File: config.mk
export PLATFORM = sky130hd
export DESIGN_NAME = xor_checked_frame_validator
export DESIGN_NICKNAME = d
export VERILOG_FILES = /design/src/design/xcfv_pkg.sv /design/src/design/xcfv_track.sv /design/src/design/xcfv_outq.sv /design/src/design/xor_checked_frame_validator.sv
export SDC_FILE = /design/constraint.sdc
export NUM_CORES = 1
export LEC_CHECK = 0
export ABC_AREA = 1
export BUFFER_PORTS_ARGS = -buffer_cell sky130_fd_sc_hd__buf_2
export CAP_MARGIN = 20
export CORE_ASPECT_RATIO = 1.2
export CORE_MARGIN = 1
export CORE_UTILIZATION = 50
export CTS_CLUSTER_SIZE = 20
export DETAILED_ROUTE_END_ITERATION = 7
export PLACE_DENSITY = 0.69
export SLEW_MARGIN = 5
export SYNTH_ARGS = -nofsm -noshare
export SYNTH_HDL_FRONTEND = slang
export SYNTH_SLANG_ARGS = --single-unit
File: constraint.sdc
create_clock -name clock -period 14.8 [get_ports clock]
set_input_delay 1.48 -clock clock [delete_from_list [all_inputs] [get_ports clock]]
set_output_delay 1.48 -clock clock [all_outputs]
set_load 0.03 [all_outputs]
File: src/design/xcfv_pkg.sv
package xcfv_pkg;

   localparam int unsigned TYPE_LEN    = 5;
   localparam int unsigned COMMA_POS   = 6;
   localparam int unsigned INDEX_MAX   = 7;
   localparam int unsigned CSR_INDEX_W = 1;
   localparam int unsigned CSR_DATA_W  = 8;

   localparam logic [7:0] START_CHAR_RESET = 8'h24;
   localparam logic [7:0] CHECK_CHAR_RESET = 8'h2A;

   typedef enum logic [CSR_INDEX_W-1:0] {
      CSR_START_CHAR = 1'b0,
      CSR_CHECK_CHAR = 1'b1
   } csr_index_type;

   typedef enum logic [1:0] {
      ST_OK        = 2'd0,
      ST_BAD_START = 2'd1,
      ST_SUM_ERR   = 2'd2,
      ST_TYPE_ERR  = 2'd3
   } status_type;

   typedef struct packed {
      logic [7:0] data_byte;
      logic       last;
   } req_type;

   typedef struct packed {
      status_type  status;
      logic [39:0] sentence_id;
      logic [7:0]  computed_sum;
      logic [7:0]  received_sum;
   } rsp_type;

   // Framing characters handed from the register block to the tracker.
   typedef struct packed {
      logic [7:0] start_char;
      logic [7:0] check_char;
   } csr_type;

endpackage

File: src/design/xcfv_track.sv
module xcfv_track
   import xcfv_pkg::*;
(
   input  logic    clock,
   input  logic    reset,
   input  logic    in_accept,
   input  req_type in_word,
   input  csr_type csr,
   output logic    res_valid,
   output rsp_type res_word
);

   localparam logic [7:0] COMMA = 8'h2C;

   typedef enum logic [1:0] {PH_START, PH_SPAN, PH_HEX, PH_TAIL} phase_type;
   typedef enum logic [1:0] {CM_NONE, CM_GOOD, CM_BAD} comma_type;

   phase_type   phase_ff, phase_in;
   logic [2:0]  idx_ff, idx_in;
   logic [7:0]  xor_ff, xor_in;
   logic [39:0] type_ff, type_in;
   comma_type   comma_ff, comma_in;
   logic [7:0]  hex_ff, hex_in;
   logic [1:0]  hcnt_ff, hcnt_in;
   logic        hbad_ff, hbad_in;
   logic        sbad_ff, sbad_in;
   logic [4:0]  nib;
   logic        digits_ok;
   rsp_type     res;

   // {not_hex, value}
   function automatic logic [4:0] hex_nibble(input logic [7:0] c);
      logic [4:0] r;
      r = 5'h10;
      if (c >= 8'h30 && c <= 8'h39) r = {1'b0, 4'(c - 8'h30)};
      else if (c >= 8'h61 && c <= 8'h66) r = {1'b0, 4'(c - 8'h57)};
      else if (c >= 8'h41 && c <= 8'h46) r = {1'b0, 4'(c - 8'h37)};
      return r;
   endfunction

   assign nib = hex_nibble(in_word.data_byte);

   always_comb begin
      phase_in = phase_ff;
      xor_in   = xor_ff;
      type_in  = type_ff;
      comma_in = comma_ff;
      hex_in   = hex_ff;
      hcnt_in  = hcnt_ff;
      hbad_in  = hbad_ff;
      sbad_in  = sbad_ff;
      idx_in   = (idx_ff < 3'(INDEX_MAX)) ? idx_ff + 3'd1 : 3'(INDEX_MAX);

      if (phase_ff == PH_START) begin
         sbad_in  = (in_word.data_byte != csr.start_char);
         phase_in = PH_SPAN;
      end else begin
         for (int k = 0; k < TYPE_LEN; k++) begin
            if (idx_ff == 3'(k + 1)) begin
               type_in[8*(TYPE_LEN-1-k) +: 8] =
                  type_ff[8*(TYPE_LEN-1-k) +: 8] | in_word.data_byte;
            end
         end
         if (in_word.data_byte == COMMA && comma_ff == CM_NONE) begin
            comma_in = (idx_ff == 3'(COMMA_POS)) ? CM_GOOD : CM_BAD;
         end
         case (phase_ff)
            PH_SPAN: begin
               if (in_word.data_byte == csr.check_char) phase_in = PH_HEX;
               else xor_in = xor_ff ^ in_word.data_byte;
            end
            PH_HEX: begin
               if (nib[4]) hbad_in = 1'b1;
               hex_in  = {hex_ff[3:0], nib[4] ? 4'h0 : nib[3:0]};
               hcnt_in = hcnt_ff + 2'd1;
               if (hcnt_in >= 2'd2) phase_in = PH_TAIL;
            end
            default: ;
         endcase
      end

      // Result from the updated state
      digits_ok        = (phase_in == PH_TAIL) && !hbad_in;
      res.sentence_id  = type_in;
      res.computed_sum = xor_in;
      res.received_sum = digits_ok ? hex_in : 8'h00;
      if (sbad_in) begin
         res.status       = ST_BAD_START;
         res.sentence_id  = '0;
         res.computed_sum = '0;
         res.received_sum = '0;
      end else if (!digits_ok || hex_in != xor_in) begin
         res.status = ST_SUM_ERR;
      end else if (comma_in != CM_GOOD) begin
         res.status = ST_TYPE_ERR;
      end else begin
         res.status = ST_OK;
      end
   end

   assign res_valid = in_accept && in_word.last;
   assign res_word  = res;

   always_ff @(posedge clock) begin
      if (reset || (in_accept && in_word.last)) begin
         phase_ff <= PH_START;
         idx_ff   <= '0;
         xor_ff   <= '0;
         type_ff  <= '0;
         comma_ff <= CM_NONE;
         hex_ff   <= '0;
         hcnt_ff  <= '0;
         hbad_ff  <= 1'b0;
         sbad_ff  <= 1'b0;
      end else if (in_accept) begin
         phase_ff <= phase_in;
         idx_ff   <= idx_in;
         xor_ff   <= xor_in;
         type_ff  <= type_in;
         comma_ff <= comma_in;
         hex_ff   <= hex_in;
         hcnt_ff  <= hcnt_in;
         hbad_ff  <= hbad_in;
         sbad_ff  <= sbad_in;
      end
   end

endmodule

File: src/design/xcfv_outq.sv
module xcfv_outq
   import xcfv_pkg::*;
(
   input  logic    clock,
   input  logic    reset,
   input  logic    push,
   input  rsp_type push_word,
   output logic    space,
   output logic    rsp_valid,
   input  logic    rsp_ready,
   output rsp_type rsp_payload
);

   logic    main_vld_ff, skid_vld_ff;
   rsp_type main_ff, skid_ff;
   logic    pop;

   assign pop         = main_vld_ff && rsp_ready;
   assign space       = !skid_vld_ff;
   assign rsp_valid   = main_vld_ff;
   assign rsp_payload = main_ff;

   always_ff @(posedge clock) begin
      if (reset) begin
         main_vld_ff <= 1'b0;
         skid_vld_ff <= 1'b0;
      end else if (pop) begin
         if (skid_vld_ff) begin
            main_ff     <= skid_ff;
            skid_vld_ff <= 1'b0;
         end else if (push) begin
            main_ff <= push_word;
         end else begin
            main_vld_ff <= 1'b0;
         end
      end else if (push) begin
         if (!main_vld_ff) begin
            main_ff     <= push_word;
            main_vld_ff <= 1'b1;
         end else begin
            skid_ff     <= push_word;
            skid_vld_ff <= 1'b1;
         end
      end
   end

endmodule

File: src/design/xor_checked_frame_validator.sv
// Channel  Direction  Handshake            Word
// req_     in         req_valid/req_ready  req_payload {data_byte, last}
// rsp_     out        rsp_valid/rsp_ready  rsp_payload {status, sentence_id, sums}
// csr_     in         csr_we               csr_index, csr_wdata (no read-back)
//
// One byte per cycle while req_ready is high. Message state updates at the
// edge a byte is taken; the verdict for a last byte enters the output buffer
// at that same edge and shows on rsp_ once it sits in the main word.
// A two-word output buffer (main plus skid) decouples the sides: req_ready
// drops only while both words wait on rsp_ready.
// Reset is synchronous, active high; it restores '$' and '*' and rearms.
module xor_checked_frame_validator
   import xcfv_pkg::*;
(
   input  logic                   clock,
   input  logic                   reset,
   input  logic                   req_valid,
   output logic                   req_ready,
   input  req_type                req_payload,
   output logic                   rsp_valid,
   input  logic                   rsp_ready,
   output rsp_type                rsp_payload,
   input  logic                   csr_we,
   input  logic [CSR_INDEX_W-1:0] csr_index,
   input  logic [CSR_DATA_W-1:0]  csr_wdata
);

   csr_type csr_ff;
   logic    accept;
   logic    res_valid;
   rsp_type res_word;
   logic    space;

   // Framing characters; a write takes effect from the next byte.
   always_ff @(posedge clock) begin
      if (reset) begin
         csr_ff.start_char <= START_CHAR_RESET;
         csr_ff.check_char <= CHECK_CHAR_RESET;
      end else if (csr_we) begin
         case (csr_index_type'(csr_index))
            CSR_START_CHAR: csr_ff.start_char <= csr_wdata;
            CSR_CHECK_CHAR: csr_ff.check_char <= csr_wdata;
            default: ;
         endcase
      end
   end

   assign req_ready = space;
   assign accept    = req_valid && req_ready;

   // Per-byte parser: running XOR, hex digits, type bytes, comma position.
   xcfv_track u_track (
      .clock     (clock),
      .reset     (reset),
      .in_accept (accept),
      .in_word   (req_payload),
      .csr       (csr_ff),
      .res_valid (res_valid),
      .res_word  (res_word)
   );

   // Result register with skid word.
   xcfv_outq u_outq (
      .clock       (clock),
      .reset       (reset),
      .push        (res_valid),
      .push_word   (res_word),
      .space       (space),
      .rsp_valid   (rsp_valid),
      .rsp_ready   (rsp_ready),
      .rsp_payload (rsp_payload)
   );

endmodule

# Word level (Yosys, flattened, before mapping)
# Cells that the tools add are included.
# totals
word_cells	127
out_inout_bits	60
register_bits	201
in_bits	23
# classes
eq_ne	17
muxes	41
addsub	5
reduce_logical	25
order_cmp	8
bitwise	10
# op_table
operator	count
$mux W58	5
$mux W8	11
$mux W56	1
$mux W40	1
$or A8 B8 Y8	5
$mux W2	9
$ge A8 B7 Y1 const B	2
$le A8 B7 Y1 const B	2
$ne A8 B8 Y1	2
$mux W5	3
$eq A3 B3 Y1 const B	3
$eq A8 B6 Y1 const B	1
$eq A8 B8 Y1	1
$ge A8 B6 Y1 const B	1
$le A8 B6 Y1 const B	1
$logic_and A1 B1 Y1	8
$mux W1	8
$reduce_and A4 Y1	2
$sub A4 B3 Y4 const B	2
$xor A8 B8 Y8	1
$eq A3 B2 Y1 const B	2
$ne A2 B2 Y1 const B	3
$reduce_and A2 Y1	3
$reduce_and A3 Y1	2
other kinds (18)	27

# Longest topological paths before layout
# Gate-level depths: netlist (run 1).
# logic_depth
word_depth	17
depth_mapped	19
depth_no_buf	19

# Modules after synthesis
# From an unflattened synthesis (run 1), not the netlist that was laid out.
# unflattened
cells_unflattened	1051
area_unflattened_um2	9225.1
# by_module_without_submodules
mod	area_each_um2	seq_area_each_um2	cells_per_inst	instances
xcfv_outq	4549.4	3523.4	336	1
xcfv_track	4050.1	1341.3	628	1
xor_checked_frame_validator	625.6	320.3	87	1

# Worst setup path after synthesis (run 1)
# No wires, ideal clock.
# synth_path
kind	in2reg
startpoint	input port req_valid
endpoint	register u_outq.main_ff (netlist bit u_outq.rsp_payload[0]) (enable)
slack_ps	7926
setup_time_ps	561
arrival_ps	6314
t_required_ps	14239
path_stages	6
n_path_buf	0
path_cell_list	nand2_1 > clkinv_1 > nand2_1 > inv_1 > o21ai_0 > a211oi_1
# synth_between
elab_chain_cells	4
word_cells_on_any_way	5
classes_between	reduce/logical: 5
# synth_lines
element	line	rtl
from (decl)	xor_checked_frame_validator.sv:17	input logic req_valid,
$logic_and A1 B1 Y1 (*)	xor_checked_frame_validator.sv:49	assign accept = req_valid && req_ready;
$logic_and A1 B1 Y1 (*)	xcfv_track.sv:101	assign res_valid = in_accept && in_word.last;
$reduce_bool A2 Y1 (no source line)	-	
$reduce_and A4 Y1 (no source line) (*)	-	
to (signal assigned)	xcfv_outq.sv:29	main_ff <= skid_ff;
to (signal assigned)	xcfv_outq.sv:32	main_ff <= push_word;
to (signal assigned)	xcfv_outq.sv:38	main_ff <= push_word;
to (decl)	xcfv_outq.sv:15	rsp_type main_ff, skid_ff;
# Mark *: on every way between the ends. The rest lies on a longest branch, timed or not.
# A chain may end at the register's enable or synchronous reset.

# Worst setup path after layout (run 1)
# layout_path
startpoint	input port req_valid
endpoint	register u_outq.main_ff (netlist bit u_outq.rsp_payload[2]) (enable)
# The elaborated chain is that of the path after synthesis.

==> results_dict.tcl, run 1 <==
set metrics [dict create \
    met2_length_mm 9.71 \
    rsz0062_at_grt "no" \
    criticalPathCategory "in -> reg" \
    clockBufferDepth 3 \
    htree_levels 1 \
    slowest_delay_ps 640 \
    leakagePower_nw 4.25 \
    place_congestion 0.875 \
    critPathBufInv 4 \
    path_clk_slew_ps 60 \
    drive_gt1_frac 0.140 \
    grt_pass1_vias 6386 \
    dr_wl_met3_um 880 \
    nFillCells 1529 \
    syn_inst 995 \
    portBuffers 82 \
    drv_slew 0 \
    synth_area_sq_mm 0.00877 \
    seqCellArea_sq_mm 0.00518 \
    post-route-min-period_ps 3270 \
    syn_area_per_cell_sq_um 8.81 \
    min_from "u_track.hbad_ff$_SDFFE_PP0P_" \
    cts_num_sinks 201 \
    ys_warn_count 0 \
    synth_cell_types 36 \
    hpwl_mm 12.5 \
    numCtsBuffers 21 \
    top_layer_used "met4" \
    vias_per_cell 5.14 \
    finalHoldViolCount 0 \
    vias 6683 \
    start_kind "input port" \
    place_area_sq_mm 0.00934 \
    slew_headroom 0.373 \
    ys_seq_area_frac 0.591 \
    grt_antenna_before_repair 0 \
    die_area_sq_mm 0.0181 \
    status "completed" \
    startpoint "req_valid" \
    crit_path_end_kind "register" \
    route.detailed.drc 0 \
    cts_resized 0 \
    crit_path_frequent_cell "nand2_1" \
    ir_drop_v 0.0000778 \
    worst_pin_slew_ps 941 \
    power_density_mw_per_mm2 120 \
    die_w_um 123 \
    slowest_stage "buf_4" \
    ctsHoldBuffers 0 \
    detail_route.wl_per_cell_um 14.7 \
    drt_iter0_markers 467 \
    start_util 0.516 \
    rr_startpoint "u_track.phase_ff[1]$_SDFFE_PP0P_" \
    drt_wl_total_mm 19.1 \
    fmax_mhz 306 \
    diodes 0 \
    ant_nets 0 \
    clk_latency_ps 490 \
    setup_viol 0 \
    core_sq_mm 0.0170 \
    rows 52 \
    multi_input_area_sq_mm 0.00310 \
    first_pass_iters 7 \
    crit_chain "buf_2 > nand2_1 > clkinv_1 > nand2_1 > inv_1 > o21ai_0 > a211oi_4 > buf_4" \
    ys_ff_latch 201 \
    fin_area_sq_mm 0.0100 \
    critical_path.top_delay_family "buffers and inverters" \
    grt_pass1_wl_mm 31.2 \
    io_pins 83 \
    clockRootBuffer "clkbuf_16" \
    fin_skew_ps 9.18 \
    tns_ps 0 \
    groute.usage.overall 0.219 \
    worstPathRequired_ps 14910 \
    grt_max_degree 68 \
    cts_tree "yes" \
    period_share 0.221 \
    drv_cap 0 \
    syn-num-nets 1030 \
    crit_arrival_ps 3380 \
    cts_setup_buffers 0 \
    final_nets 1105 \
    grt_overflow_total 0 \
    area_growth_syn_to_layout_pct 14.3 \
    path_max_fanout 58 \
    min_path_type "reg -> reg" \
    wl_met1_mm 7.89 \
    die_y_um 147 \
]
[worst reg2reg max path: stages (launching register included)]
cell and delay (ps):
dfxtp_1 350, inv_1 140, ha_1 440, inv_1 160, a21oi_1 150, nand3_1 90, nor3_1 180, nand3_1 130
o21ai_2 140, inv_2 400, nor3_4 460, nand2_1 120, a21oi_1 160
[report_power, final]
part           switching (mW)  leakage (nW)  internal [mW]
logic                  0.0643          2.15         0.0232
clock network           0.210         0.326          0.301
registers             0.00567          1.77          0.597
total                   0.280          4.25          0.921
[sequential cells by signal, summed over array words and instances (netlist names), 3 cells and up]
signal	cells
u_outq.rsp_payload	58
u_outq.skid_ff	58
u_track.type_ff	40
csr_ff	16
u_track.hex_ff	8
u_track.xor_ff	8
u_track.idx_ff	3
[cells by family (layout without fill, tap and decap cells)]
| kind of cell | count (synthesis) | in the layout | synth area share |
|---|---|---|---|
| buf+inv | 126 | 215 | 0.0588 |
| compound gates | 135 | 135 | 0.0840 |
| xor+xnor | 10 | 10 | 0.00999 |
| flops | 201 | 201 | 0.591 |
| simple gates | 511 | 511 | 0.239 |
| fa+ha+maj | 12 | 12 | 0.0171 |
[layout by cell type (no fill, tap or decap), drive strengths merged]
cell type	Yosys	final
nor2	162	162
clkinvlp	0	1
nand2	267	267
dfxtp	85	85
o211ai	4	4
nand4	6	6
a21oi	70	70
o21bai	4	4
nor3b	1	1
a22oi	1	1
bufinv	0	1
a21o	4	4
ha	12	12
or2	5	5
clkbuf	24	30
a211oi	4	4
nand3	31	31
nor3	38	38
edfxtp	116	116
clkinv	2	6
inv	88	89
nand3b	1	1
xor2	3	3
buf	12	88
a31oi	2	2
a221oi	1	1
o22ai	1	1
o21ai	44	44
xnor2	7	7
[per-stage QoR]
step | hold WS [ps] | setup slack [ps] | cells | total power [mW] | utilization
floorplan | 430 | 7930 | 995 | 0.677 | -
finish | 454 | 11530 | 1300 | 1.20 | 0.590
CTS | 457 | 11550 | 1299 | 1.21 | 0.589
global route | 485 | 11290 | 1300 | 1.24 | 0.590
global placement | 441 | 11110 | 1262 | 0.700 | 0.550
detailed placement | 447 | 11050 | 1262 | 0.702 | 0.550
[metal layers]
layer / vias up / track usage
met1: 3091 / 0.268
li1: 3405 / -
met5: - / 0
met2: 147 / 0.385
met4: 0 / 0.0854
met3: 40 / 0.0314
[worst paths after layout]
path | to | slack [ps] | cells past startpoint
worst max-delay path | u_outq.rsp_payload[2]$_DFFE_PP_ | 11530 | 8
worst min-delay path | u_track.hbad_ff$_SDFFE_PP0P_ | 450 | 2
worst max register to register | u_outq.rsp_payload[5]$_DFFE_PP_ | 11740 | 12
worst min register to register | u_track.hbad_ff$_SDFFE_PP0P_ | 450 | 2
[cell usage after synthesis (all sizes together)]
cell type | number | share of area
buf | 12 | 0.010
a211oi | 4 | 0.0034
a22oi | 1 | 0.00086
nand3 | 31 | 0.018
inv | 88 | 0.038
nand3b | 1 | 0.00086
a221oi | 1 | 0.0010
xor2 | 3 | 0.0030
clkinv | 2 | 0.00086
nor3b | 1 | 0.00086
dfxtp | 85 | 0.19
edfxtp | 116 | 0.40
ha | 12 | 0.017
nand2 | 267 | 0.12
o21ai | 44 | 0.026
a21o | 4 | 0.0034
clkbuf | 24 | 0.010
or2 | 5 | 0.0036
xnor2 | 7 | 0.0070
nor3 | 38 | 0.023
a21oi | 70 | 0.040
nor2 | 162 | 0.072
nand4 | 6 | 0.0043
o21bai | 4 | 0.0034
o22ai | 1 | 0.00071
o211ai | 4 | 0.0034
a31oi | 2 | 0.0014
[area by class of cell]
type,instances,share of cell area
tap,216,0.0270
clock buffer,30,0.0599
multi-input combinational,668,0.309
sequential,201,0.517
inverter,90,0.0337
timing repair buffer,88,0.0467
clock inverter,7,0.00674
Note: power is estimated with default switching activity, not from simulation.
==> run 2, diff against run 1 <==
==> constraint.sdc (replaced) <==
create_clock -name clock -period 3.1 [get_ports clock]
set_input_delay 0.31 -clock clock [delete_from_list [all_inputs] [get_ports clock]]
set_output_delay 0.31 -clock clock [all_outputs]
set_load 0.03 [all_outputs]
==> run 2 against run 1 <==
Effect of this change:
- highest routed layer unchanged
- clock-buffer cell count up 3
- worst hold slack worse by 430 ps
- sequential power rose to 4.8 times the previous value
- largest power group unchanged
- sequential cell count unchanged
- register-to-register slack worse by 11000 ps
- core utilization up 0.34 points
- critical endpoint is now u_outq.rsp_payload[57]$_DFFE_PP_
==> results_dict.tcl, run 2 (synthesis gave the netlist of run 1 again) <==
set metrics [dict create \
    min_path_type "in -> reg" \
    final_common_cell "nand2_1" \
    reg2reg_slack_ps 440 \
    drv_slew 0 \
    clockPowerShare 0.414 \
    grt_antenna_before_repair 0 \
    grt_overflow_total 0 \
    io_pins 83 \
    grt_max_degree 68 \
    drt_iter0_markers 409 \
    pre_cts_slack_ps 470 \
    clockRootBuffer "clkbuf_16" \
    fin_skew_ps 11.7 \
    p_comb_frac 0.076 \
    tns_ps 0 \
    setup_viol 0 \
    hpwl_mm 12.8 \
    start_kind "register" \
    min_to "u_outq.rsp_valid$_SDFFE_PP0P_" \
    criticalPathCategory "reg -> reg" \
    cts_tree "yes" \
    p_int_mw 4.33 \
    slew_headroom 0.487 \
    groute.usage.overall 0.215 \
    crit_path_end_kind "register" \
    clockBufferDepth 3 \
    whs_path_depth 2 \
    die_area_sq_mm 0.0181 \
    ff2ff_path_depth 15 \
    p_seq_frac 0.510 \
    vias 6671 \
    ant_nets 0 \
    detail_route.wl_per_cell_um 14.5 \
    first_pass_iters 5 \
    ctsHoldBuffers 0 \
    cts_num_sinks 201 \
    ir_drop_v 0.000401 \
    rows 52 \
    multi_input_area_sq_mm 0.00310 \
    path_max_fanout 9 \
    crit_arrival_ps 2890 \
    vias_per_cell 5.09 \
    fin_ws_ps 439 \
    start_util 0.516 \
    clk_latency_ps 490 \
    place_congestion 0.890 \
    final_nets 1115 \
    die_w_um 123 \
    p_sw_mw 1.31 \
    power_density_mw_per_mm2 559 \
    seqCellArea_sq_mm 0.00518 \
    hold_ws_ps 25.6 \
    status "completed" \
    min_from "rsp_ready" \
    period_share 0.858 \
    finalHoldViolCount 0 \
    leakagePower_nw 4.28 \
    portBuffers 82 \
    rsz0062_at_grt "no" \
    path_clk_slew_ps 60 \
    core_sq_mm 0.0170 \
    grt_pass1_vias 6335 \
    fmax_mhz 376 \
    drive_gt1_frac 0.147 \
    cts_resized 0 \
    rr_startpoint "u_track.phase_ff[1]$_SDFFE_PP0P_" \
    drv_cap 0 \
    htree_levels 1 \
    nFillCells 1525 \
    final_cell_mix "260 x nand2_1, 152 x nor2_1, 116 x edfxtp_1" \
    die_y_um 147 \
    route.detailed.drc 0 \
    grt_pass1_wl_mm 30.6 \
    worst_pin_slew_ps 769 \
    post-route-min-period_ps 2660 \
    area_growth_syn_to_layout_pct 15.0 \
    swShare 0.232 \
    drt_wl_total_mm 19.0 \
    r2r-end "u_outq.rsp_payload[57]$_DFFE_PP_" \
    numCtsBuffers 21 \
    diodes 0 \
    worstPathRequired_ps 3330 \
    cts_setup_buffers 0 \
]
run 2: changes by cell type in the layout (fill, tap and decap cells not counted), sizes merged:
cell	delta
bufinv	-1
clkbuf	+3
clkinv	-2
buf	+10
run 2: per-layer routing:
layer  vias up  global-route usage  wire length, um
li1       3423                   -                -
met1      3057               0.264             8040
met2       156               0.381             9570
met3        35              0.0276              796
met4         0              0.0787              565
met5         -                   0                0
run 2: cell type report:
cell class	instances	share of cell area
sequential	201	0.514
multi-input combinational	668	0.307
clock buffer	33	0.0606
timing repair buffer	98	0.0551
inverter	90	0.0335
tap	216	0.0268
clock inverter	4	0.00273
run 2: metrics by stage:
| stage | instance area [sq um] | cells | power, mW | utilization |
|---|---|---|---|---|
| floorplan | 8780 | 995 | 3.23 | - |
| global route | 10100 | 1310 | 5.82 | 0.594 |
| CTS | 10100 | 1310 | 5.69 | 0.594 |
| detailed placement | 9440 | 1273 | 3.36 | 0.556 |
| finish | 10100 | 1310 | 5.64 | 0.594 |
| global placement | 9440 | 1273 | 3.35 | 0.556 |
run 2: power groups by stage:
stage          Combinational [mW]  Clock, mW  Sequential [mW]
3_5_place_dp                0.428          0             2.93
5_1_grt                     0.480       2.46             2.88
6_report                    0.429       2.33             2.88
3_3_place_gp                0.423          0             2.93
2_1_floorplan               0.289          0             2.95
4_1_cts                     0.431       2.38             2.88
run 2: worst max path at each step:
stage                                       endpoint  depth (start not counted)                        startpoint  slack, ps
global placement    u_outq.rsp_payload[57]$_DFFE_PP_                         17  u_track.phase_ff[0]$_SDFFE_PP0P_        560
global route        u_outq.rsp_payload[57]$_DFFE_PP_                         15  u_track.phase_ff[1]$_SDFFE_PP0P_        130
detailed placement  u_outq.rsp_payload[57]$_DFFE_PP_                         17  u_track.phase_ff[1]$_SDFFE_PP0P_        470
finish              u_outq.rsp_payload[57]$_DFFE_PP_                         15  u_track.phase_ff[1]$_SDFFE_PP0P_        440
floorplan            u_outq.rsp_payload[0]$_DFFE_PP_                          7   u_outq.skid_vld_ff$_SDFFE_PP0P_         20
CTS                 u_outq.rsp_payload[57]$_DFFE_PP_                         17  u_track.phase_ff[0]$_SDFFE_PP0P_        450
run 2: critical path, stage by stage (launching register included):
cell and delay (ps):
dfxtp_1 380, inv_1 110, ha_1 230, buf_4 180, nor2_1 400, inv_1 110
nor2_1 150, nand3_1 130, nand2_2 130, nand2_1 50, nand2_1 70, nand3_1 90
nor2_1 130, nand3_1 90, nand2_1 100, a21oi_1 60
